$ cat config.mk
export PLATFORM = sky130hd
export DESIGN_NAME = modular_exponentiation
export DESIGN_NICKNAME = d
export VERILOG_FILES = /design/src/hw/rtl/modexp_pkg.sv /design/src/hw/rtl/modexp_mulmod.sv /design/src/hw/rtl/modular_exponentiation.sv
export SDC_FILE = /design/constraint.sdc
export NUM_CORES = 1
export LEC_CHECK = 0
export BUFFER_PORTS_ARGS = -buffer_cell sky130_fd_sc_hd__buf_2
export CORE_ASPECT_RATIO = 0.75
export CORE_MARGIN = 5
export CORE_UTILIZATION = 55
export CTS_CLUSTER_DIAMETER = 50
export CTS_CLUSTER_SIZE = 14
export DETAILED_ROUTE_END_ITERATION = 10
export PLACE_DENSITY = 0.73
export SYNTH_ARGS = -nofsm -noshare
export SYNTH_HDL_FRONTEND = slang
export SYNTH_HIERARCHICAL = 1
export SYNTH_SLANG_ARGS = --single-unit
$ cat constraint.sdc
create_clock -name clk_i -period 6.9 [get_ports clk_i]
set_input_delay 0 -clock clk_i [delete_from_list [all_inputs] [get_ports clk_i]]
set_output_delay 0 -clock clk_i [all_outputs]
set_load 0.01 [all_outputs]
$ cat src/hw/rtl/modexp_pkg.sv
`timescale 1ns / 1ps

package modexp_pkg;

  localparam int unsigned WIDTH      = 32;
  localparam int unsigned FIELD_W    = 32;
  localparam int unsigned EXP_W      = 32;
  localparam int unsigned CNT_W      = $clog2(WIDTH + 1);
  localparam int unsigned CFG_IDX_W  = 1;

  typedef logic [WIDTH-1:0] word_t;

  typedef enum logic [CFG_IDX_W-1:0] {
    CFG_EXPONENT = 1'b0,
    CFG_MODULUS  = 1'b1
  } cfg_reg_e;

  typedef enum logic [2:0] {
    ST_IDLE,
    ST_INIT,
    ST_RED,
    ST_BIT,
    ST_MUL,
    ST_NEXT,
    ST_SQ,
    ST_FIN
  } state_e;

  typedef struct packed {
    logic  start;
    word_t a;
    word_t b;
  } mm_req_t;

endpackage

$ cat src/hw/rtl/modexp_mulmod.sv
`timescale 1ns / 1ps

module modexp_mulmod import modexp_pkg::*; (
  input  logic    clk_i,
  input  logic    rst_ni,
  input  mm_req_t req_i,
  input  word_t   m_i,
  output logic    done_o,
  output word_t   prod_o
);

  logic             busy_q, busy_d;
  logic             done_q, done_d;
  logic [CNT_W-1:0] cnt_q, cnt_d;
  word_t            a_q, a_d;
  word_t            b_q, b_d;
  word_t            r_q, r_d;

  word_t            ax;
  logic [WIDTH+1:0] s0, m1, m2, sub1, sub2;

  // One multiplier bit per cycle, most significant first: r = 2r + bit * a, kept below m.
  // A zero modulus leaves the sum wrapping at the operand width.
  always_comb begin
    ax   = b_q[WIDTH-1] ? a_q : '0;
    s0   = {1'b0, r_q, 1'b0} + {2'b00, ax};
    m1   = {2'b00, m_i};
    m2   = {1'b0, m_i, 1'b0};
    sub1 = s0 - m1;
    sub2 = s0 - m2;
  end

  always_comb begin
    busy_d = busy_q;
    done_d = 1'b0;
    cnt_d  = cnt_q;
    a_d    = a_q;
    b_d    = b_q;
    r_d    = r_q;
    if (req_i.start) begin
      busy_d = 1'b1;
      cnt_d  = CNT_W'(WIDTH);
      a_d    = req_i.a;
      b_d    = req_i.b;
      r_d    = '0;
    end else if (busy_q) begin
      b_d   = b_q << 1;
      cnt_d = cnt_q - CNT_W'(1);
      if (m_i == '0) begin
        r_d = s0[WIDTH-1:0];
      end else if (s0 >= m2) begin
        r_d = sub2[WIDTH-1:0];
      end else if (s0 >= m1) begin
        r_d = sub1[WIDTH-1:0];
      end else begin
        r_d = s0[WIDTH-1:0];
      end
      if (cnt_q == CNT_W'(1)) begin
        busy_d = 1'b0;
        done_d = 1'b1;
      end
    end
  end

  always_ff @(posedge clk_i or negedge rst_ni) begin
    if (!rst_ni) begin
      busy_q <= 1'b0;
      done_q <= 1'b0;
      cnt_q  <= '0;
    end else begin
      busy_q <= busy_d;
      done_q <= done_d;
      cnt_q  <= cnt_d;
    end
  end

  always_ff @(posedge clk_i) begin
    a_q <= a_d;
    b_q <= b_d;
    r_q <= r_d;
  end

  assign done_o = done_q;
  assign prod_o = r_q;

endmodule

$ cat src/hw/rtl/modular_exponentiation.sv
`timescale 1ns / 1ps

// Raises each message beat to the configured exponent modulo the configured modulus by
// right-to-left square-and-multiply; a zero exponent returns 1 and a zero modulus lets
// products wrap at WIDTH bits. All modular products run on one bit-serial multiplier.
// Each item first reduces the message, then walks the exponent from its least significant
// bit, multiplying into the accumulator for every set bit and squaring for every bit below
// the top set bit; a zero exponent skips every product. The input is not ready while an
// item is being worked on; a finished result waits in an output register so the next
// message can be taken.
// Configuration writes are always accepted and must only occur while the block is idle.

module modular_exponentiation import modexp_pkg::*; (
  input  logic                 clk_i,
  input  logic                 rst_ni,
  input  logic                 cfg_valid_i,
  output logic                 cfg_ready_o,
  input  logic [CFG_IDX_W-1:0] cfg_index_i,
  input  logic [FIELD_W-1:0]   cfg_data_i,
  input  logic                 in_valid_i,
  output logic                 in_ready_o,
  input  logic [FIELD_W-1:0]   message_i,
  output logic                 out_valid_o,
  input  logic                 out_ready_i,
  output logic [FIELD_W-1:0]   power_result_o
);

  state_e               state_q, state_d;
  logic [EXP_W-1:0]     exponent_q, exponent_d;
  logic [FIELD_W-1:0]   modulus_value_q, modulus_value_d;
  logic [EXP_W-1:0]     exp_q, exp_d;
  word_t                msg_q, msg_d;
  word_t                acc_q, acc_d;
  word_t                sq_q, sq_d;
  logic                 out_valid_q, out_valid_d;
  logic [FIELD_W-1:0]   out_q, out_d;

  word_t                mod_w;
  word_t                one_red;
  mm_req_t              req;
  logic                 mm_done;
  word_t                mm_prod;
  logic                 in_beat;
  logic                 fin_go;

  assign mod_w   = WIDTH'(modulus_value_q);
  assign one_red = (mod_w == WIDTH'(1)) ? '0 : WIDTH'(1);
  assign in_beat = in_valid_i && (state_q == ST_IDLE);
  assign fin_go  = (state_q == ST_FIN) && (!out_valid_q || out_ready_i);

  modexp_mulmod u_mulmod (
    .clk_i  (clk_i),
    .rst_ni (rst_ni),
    .req_i  (req),
    .m_i    (mod_w),
    .done_o (mm_done),
    .prod_o (mm_prod)
  );

  always_comb begin
    state_d = state_q;
    case (state_q)
      ST_IDLE: begin
        if (in_valid_i) begin
          state_d = (exponent_q == '0) ? ST_FIN : ST_INIT;
        end
      end
      ST_INIT: state_d = ST_RED;
      ST_RED: begin
        if (mm_done) begin
          state_d = ST_BIT;
        end
      end
      ST_BIT: state_d = exp_q[0] ? ST_MUL : ST_NEXT;
      ST_MUL: begin
        if (mm_done) begin
          state_d = ST_NEXT;
        end
      end
      ST_NEXT: state_d = (exp_q[EXP_W-1:1] == '0) ? ST_FIN : ST_SQ;
      ST_SQ: begin
        if (mm_done) begin
          state_d = ST_BIT;
        end
      end
      ST_FIN: begin
        if (!out_valid_q || out_ready_i) begin
          state_d = ST_IDLE;
        end
      end
      default: state_d = ST_IDLE;
    endcase
  end

  always_comb begin
    req.start  = 1'b0;
    req.a      = sq_q;
    req.b      = sq_q;
    in_ready_o = 1'b0;
    case (state_q)
      ST_IDLE: in_ready_o = 1'b1;
      ST_INIT: begin
        req.start = 1'b1;
        req.a     = one_red;
        req.b     = msg_q;
      end
      ST_BIT: begin
        req.start = exp_q[0];
        req.a     = acc_q;
      end
      ST_NEXT: req.start = (exp_q[EXP_W-1:1] != '0);
      default: req.start = 1'b0;
    endcase
  end

  always_comb begin
    exponent_d      = exponent_q;
    modulus_value_d = modulus_value_q;
    if (cfg_valid_i) begin
      case (cfg_reg_e'(cfg_index_i))
        CFG_EXPONENT: exponent_d      = cfg_data_i;
        CFG_MODULUS:  modulus_value_d = cfg_data_i;
        default:      exponent_d      = exponent_q;
      endcase
    end
  end

  always_comb begin
    exp_d       = exp_q;
    msg_d       = msg_q;
    acc_d       = acc_q;
    sq_d        = sq_q;
    out_d       = out_q;
    out_valid_d = out_valid_q && !out_ready_i;
    if (in_beat) begin
      exp_d = exponent_q;
      msg_d = WIDTH'(message_i);
      acc_d = (exponent_q == '0) ? WIDTH'(1) : one_red;
    end
    if (mm_done && ((state_q == ST_RED) || (state_q == ST_SQ))) begin
      sq_d = mm_prod;
    end
    if (mm_done && (state_q == ST_MUL)) begin
      acc_d = mm_prod;
    end
    if (state_q == ST_NEXT) begin
      exp_d = exp_q >> 1;
    end
    if (fin_go) begin
      out_d       = FIELD_W'(acc_q);
      out_valid_d = 1'b1;
    end
  end

  always_ff @(posedge clk_i or negedge rst_ni) begin
    if (!rst_ni) begin
      state_q         <= ST_IDLE;
      exponent_q      <= EXP_W'(1);
      modulus_value_q <= FIELD_W'(1);
      out_valid_q     <= 1'b0;
    end else begin
      state_q         <= state_d;
      exponent_q      <= exponent_d;
      modulus_value_q <= modulus_value_d;
      out_valid_q     <= out_valid_d;
    end
  end

  always_ff @(posedge clk_i) begin
    exp_q <= exp_d;
    msg_q <= msg_d;
    acc_q <= acc_d;
    sq_q  <= sq_d;
    out_q <= out_d;
  end

  assign cfg_ready_o    = 1'b1;
  assign out_valid_o    = out_valid_q;
  assign power_result_o = out_q;

endmodule
Word level (Yosys, flattened, before mapping):

Cells that the tools add are included.

* add/sub/neg operators: 4
* $lt $le $gt $ge: 2
* equal/unequal tests: 13
* multiplexer cells: 33
* bitwise gates (word level): 1
* reduce and logical (&&, ||, !) cells: 21

Operators by type and width (number)
* 32-bit two-way mux: 9
* 32-bit logical NOT: 2
* 32-bit one-hot mux with 2 select lines: 1
* 32-bit subtractor: 2
* 31-bit two-way mux: 2
* 33-bit by 32-bit adder with 34-bit output: 1
* 34-bit by 32-bit greater-or-equal comparator with 1-bit output: 1
* 34-bit by 33-bit greater-or-equal comparator with 1-bit output: 1
* 32-bit by 1-bit equality test with 1-bit output (second input constant): 1
* 31-bit logical NOT: 1
* 31-bit nonzero test: 1
* 3-bit one-hot mux with 7 select lines: 1
* 3-bit two-way mux: 5
* 3-bit equality test (second input constant): 4
* 1-bit two-way mux: 12
* 6-bit two-way mux: 2
* 3-bit by 2-bit equality test with 1-bit output (second input constant): 2
* 6-bit by 1-bit equality test with 1-bit output (second input constant): 1
* 2-bit by 1-bit inequality test with 1-bit output (second input constant): 3
* 2-bit nonzero test: 3
* 6-bit by 1-bit subtractor with 6-bit output (second input constant): 1
* 1-bit logical AND: 5
* 2-bit AND reduction: 2
* 4-bit AND reduction: 1
* 8 further kinds: 10

* register bits after elaboration: 332
* input bits: 70
* word-level logic and storage cells: 90

Longest topological paths before layout:

* depth after elaboration: 6
* depth in mapped cells: 24

By module:

Netlist, hierarchy kept.

Modules (own cells, without submodules)
* modexp_mulmod: instances 1, cells each 1131, area an instance 9963.3 µm²
* modular_exponentiation: instances 1, cells each 531, area an instance 9046.2 µm²

Worst setup path after synthesis:

Ideal clock, no wire load.

* kind: reg2reg
* from: register u_mulmod.b_q[31]
* to: register u_mulmod.r_q[31] (netlist: u_mulmod/prod_o[31])
* arrival: 4.818 ns
* required time: 6.780 ns
* path slack: 1.963 ns
* stages on the path, launching flop included: 24
* path buffers: 1
* period minus slack after synthesis: 4.937 ns
* cell sequence: edfxtp_1 > and2_1 > ha_1 > inv_1 > fa_1 > nand2b_1 > a21o_1 > a211oi_1 > o2111ai_1 > a21oi_1 > o21bai_1 > a21oi_1 > nor2b_1 > ha_1 > a21o_1 > a21o_1 > a221oi_2 > or2_2 > a31oi_1 > or3_1 > buf_6 > or4_1 > mux2i_1 > o31ai_1

* cells in the longest elaborated chain, start to end: 6

Ends and longest elaborated chain
* from (decl): line modexp_mulmod.sv:16 `word_t b_q, b_d;`
* from (signal assigned): line modexp_mulmod.sv:79 `b_q <= b_d;`
* 32-bit two-way mux (*): line modexp_mulmod.sv:25 `ax = b_q[WIDTH-1] ? a_q : '0;`
* 33-bit by 32-bit adder with 34-bit output (*): line modexp_mulmod.sv:26 `s0 = {1'b0, r_q, 1'b0} + {2'b00, ax};`
* 32-bit subtractor or 34-bit by 32-bit greater-or-equal comparator with 1-bit output (tied branches): line modexp_mulmod.sv:29, modexp_mulmod.sv:53
* 32-bit two-way mux: line modexp_mulmod.sv:53 `end else if (s0 >= m1) begin`
* 32-bit two-way mux: line modexp_mulmod.sv:51 `end else if (s0 >= m2) begin`
* 32-bit two-way mux (*): line modexp_mulmod.sv:49 `if (m_i == '0) begin`
* to (signal assigned): line modexp_mulmod.sv:80 `r_q <= r_d;`
* to (decl): line modexp_mulmod.sv:17 `word_t r_q, r_d;`

Mark *: on every way between the ends. The rest lies on a longest branch, timed or not.
A chain may end at the register's enable or synchronous reset.

Worst setup path in the final report:

* from: register u_mulmod.b_q[31]
* to: register u_mulmod.r_q[19] (netlist: u_mulmod/prod_o[19])

The elaborated chain is that of the path after synthesis.

==> results.md <==
* Tcrit/Tclk final at 0.9208
* Drt total wl at 51.61 mm
* Synth unique cells at 100
* Routed len/inst at 22.34 um
* Via count at 14300
* GRT Max-Usage Layer: met2
* Commonest register cell after synthesis: edfxtp_1
* NumNets Final at 1998
* Async SR Flop Fraction at 0.2289
* Met1 Resource Use GR at 0.3922
* Detail Route Antenna Nets at 0
* Avg Vias per Cell at 6.190
* Syn_nets at 1836
* Worst Path Required at 7.33 ns
* Worst R2R Path Depth at 21
* Core area at 34400 sq um
* Worst Setup Start Kind: flop
* Unrepaired setup endpoints after global routing: no
* Clk Tree Root Cell: clkbuf_16
* Initial antenna violation count at 3
* Post-Synthesis Cell Area at 19010 sq um
* Min Tclk post-route at 6.353 ns
* Crit Path Category: reg2reg
* Row cnt at 59
* GRT overflow at 0
* Hold path depth at 4
* Maximum fanout along the worst path at 31
* Synth Instances at 1662
* Post-synth EDFFs at 223
* Vias in the first global route at 13940
* DP HPWL at 37.84 mm
* CP Capture Type: flop
* Met3 usage in global routing at 0.04477
* TritonRoute pass-1 iters at 6
* Met2 usage at 0.4034
* Worst-path clk slew at 0.07 ns
* Initial DRC Count at 1380
* Largest net degree at the start of global routing at 71
* Peak Freq at 157.4 MHz
* TNS Setup at 0 ns
* Clock buffer depth at 3
* Die H at 171.0 um
* Initial Utilization at 0.5526
* Area Growth Syn to Fin at 14.32%
* Mean area per synthesized cell at 11.44 sq um
* DRC violations left at 0
* GRT Total Usage at 0.2622
* Status: finished clean
* Max Slew Vio Count at 0
* Die Area at 38420 sq um
* Setup violations, final at 0
* Worst-Skew Late Latency at 0.54 ns
* Max-capacitance violation count at 0
* H-tree Lvls at 2
* Yosys warns at 6
* Global-route wire length before repair at 79.52 mm
* Final Hold Violating Endpoints at 0
* Port Buffers at 103
* Sequential cell area fraction in the yosys report at 0.4872
* Num ports at 105
* Skew final at 0.02951 ns
* Die Width at 224.7 um
* Seq cells post-synth at 332
* Final Wtd Congestion at 0.9978
* Slew HR at 0.2227
* CTS tree: yes
* Hold Path Class: in2reg
* Crit path DAT at 6.79 ns
* Ratio of cells with drive above 1 in the final layout at 0.2102
* Worst-margin pin slew at 1.166 ns
* Total CTS buffers at 35
* Clock Sinks at 332
[flip-flops by register name, indices dropped and copies added, names as in the netlist, 3 cells and up]
register,count
acc_q,32
exp_q,32
exponent_q,32
mod_w,32
msg_q,32
power_result_o,32
sq_q,32
state_q,3
u_mulmod/a_q,32
u_mulmod/b_q,32
u_mulmod/cnt_q,6
u_mulmod/prod_o,32
[layer usage]
metal	vias to the layer above	routed length, um
met3	76	3491
li1	6645	-
met2	466	22960
met1	7109	24130
met5	-	20
met4	2	1017
[cell families (layout without fill, tap and decap cells)]
family / count (synthesis) / after routing / share of synthesized area
compound gates: 404 / 404 / 0.1543
xor+xnor: 80 / 80 / 0.03686
fa+ha+maj: 104 / 104 / 0.06964
buf+inv: 142 / 331 / 0.03436
flops: 332 / 332 / 0.4872
mux: 165 / 165 / 0.09761
other cells: 1 / 3 / 0.0001973
simple gates: 434 / 434 / 0.1198
[per-stage QoR]
step	setup slack, ns	hold WS (ns)	util	std cells	cell area [sq um]
2_1_floorplan	1.963	-0.2956	-	1662	19010
3_3_place_gp	0.8958	-0.1861	0.5793	2177	19930
3_5_place_dp	0.6704	-0.1856	0.5793	2177	19930
4_1_cts	0.6068	0.07784	0.6316	2308	21730
5_1_grt	0.1173	0.1528	0.6316	2308	21730
6_report	0.5465	0.09803	0.6317	2310	21730
[synth_stat cells, types with 31 or more instances]
library cell	n	area [sq um]
dfrtp_1	74	1852
a22o_1	31	271.5
dfxtp_1	33	660.6
and2_1	70	437.9
edfxtp_1	223	6696
a21oi_1	92	460.4
ha_1	101	1264
clkbuf_1	32	120.1
nand2_1	92	345.3
o21ai_0	44	220.2
nor2_1	85	319.1
xnor2_1	52	455.4
inv_1	75	281.5
mux2_2	157	1768
nor4_1	36	225.2
[cell usage in the layout, fill, tap and decap left out, drive strengths merged, types with 8 or more instances in the layout]
master | netlist | layout
o21a | 8 | 8
a21oi | 96 | 96
nand4 | 25 | 25
ha | 101 | 101
dfxtp | 33 | 33
nand2 | 92 | 92
o211ai | 20 | 20
xor2 | 28 | 28
nor2b | 14 | 14
a221oi | 8 | 8
o31ai | 12 | 12
o22ai | 9 | 9
or2 | 8 | 8
a31oi | 19 | 19
a211oi | 23 | 23
mux2 | 160 | 160
inv | 75 | 80
nor2 | 86 | 86
o221ai | 13 | 13
and2 | 71 | 71
nor4 | 36 | 36
edfxtp | 223 | 223
dfrtp | 74 | 74
dlygate4sd3 | 0 | 67
buf | 30 | 125
nand2b | 11 | 11
clkbuf | 37 | 50
o21bai | 10 | 10
xnor2 | 52 | 52
nor3 | 32 | 32
a2bb2oi | 9 | 9
a21o | 30 | 30
nand3 | 27 | 27
o21ai | 57 | 57
a22o | 31 | 31
[final cells by class]
class / count / area [sq um]
well taps: 457 / 571.8
diodes: 2 / 5.005
clock buffers: 50 / 963.4
clock inverters: 14 / 162.7
flip-flops and latches: 332 / 9261
multi-input cells: 1188 / 9131
fillers: 2755 / 12670
inverters: 75 / 281.5
repair buffers: 192 / 1354
[worst max-delay path: stages (launching register included)]
cell and delay, ns:
edfxtp_1 0.34, buf_4 0.27, nand2_1 0.14, fa_1 0.44, nand2b_1 0.17, a21o_1 0.19, a211oi_1 0.56, o21ai_2 0.23
a21oi_1 0.34, a31oi_1 0.16, xnor2_1 0.32, ha_1 0.36, and3_1 0.25, nand4_1 0.17, nor4b_1 0.09, a211oi_1 0.29
a31oi_1 0.25, nor3_2 0.16, buf_4 0.26, nand3_2 0.49, or4_1 0.66, o31ai_1 0.08
[path summary, 6_finish.rpt]
| path | slack [ns] | startpoint | to |
|---|---|---|---|
| min in group asynchronous | 0.24 | rst_ni | u_mulmod/cnt_q[2] |
| max | 0.55 | u_mulmod/b_q[31] | u_mulmod/prod_o[19] |
| min | 0.1 | in_valid_i | exp_q[31] |
| min reg2reg | 0.46 | acc_q[1] | power_result_o[1] |
| max in group asynchronous | 6.04 | rst_ni | mod_w[3] |
| max reg2reg | 0.55 | u_mulmod/b_q[31] | u_mulmod/prod_o[19] |
[what timing repair did]
item / CTS / global route
hold endpoints to repair: 171 / 0
hold buffers: 67 / 0
resized for setup: 0 / 0
setup buffers: 0 / 0
Power is left out: the tool's default activity adds up to more than one toggle a clock period on the data nets, which glitch-free logic cannot reach.
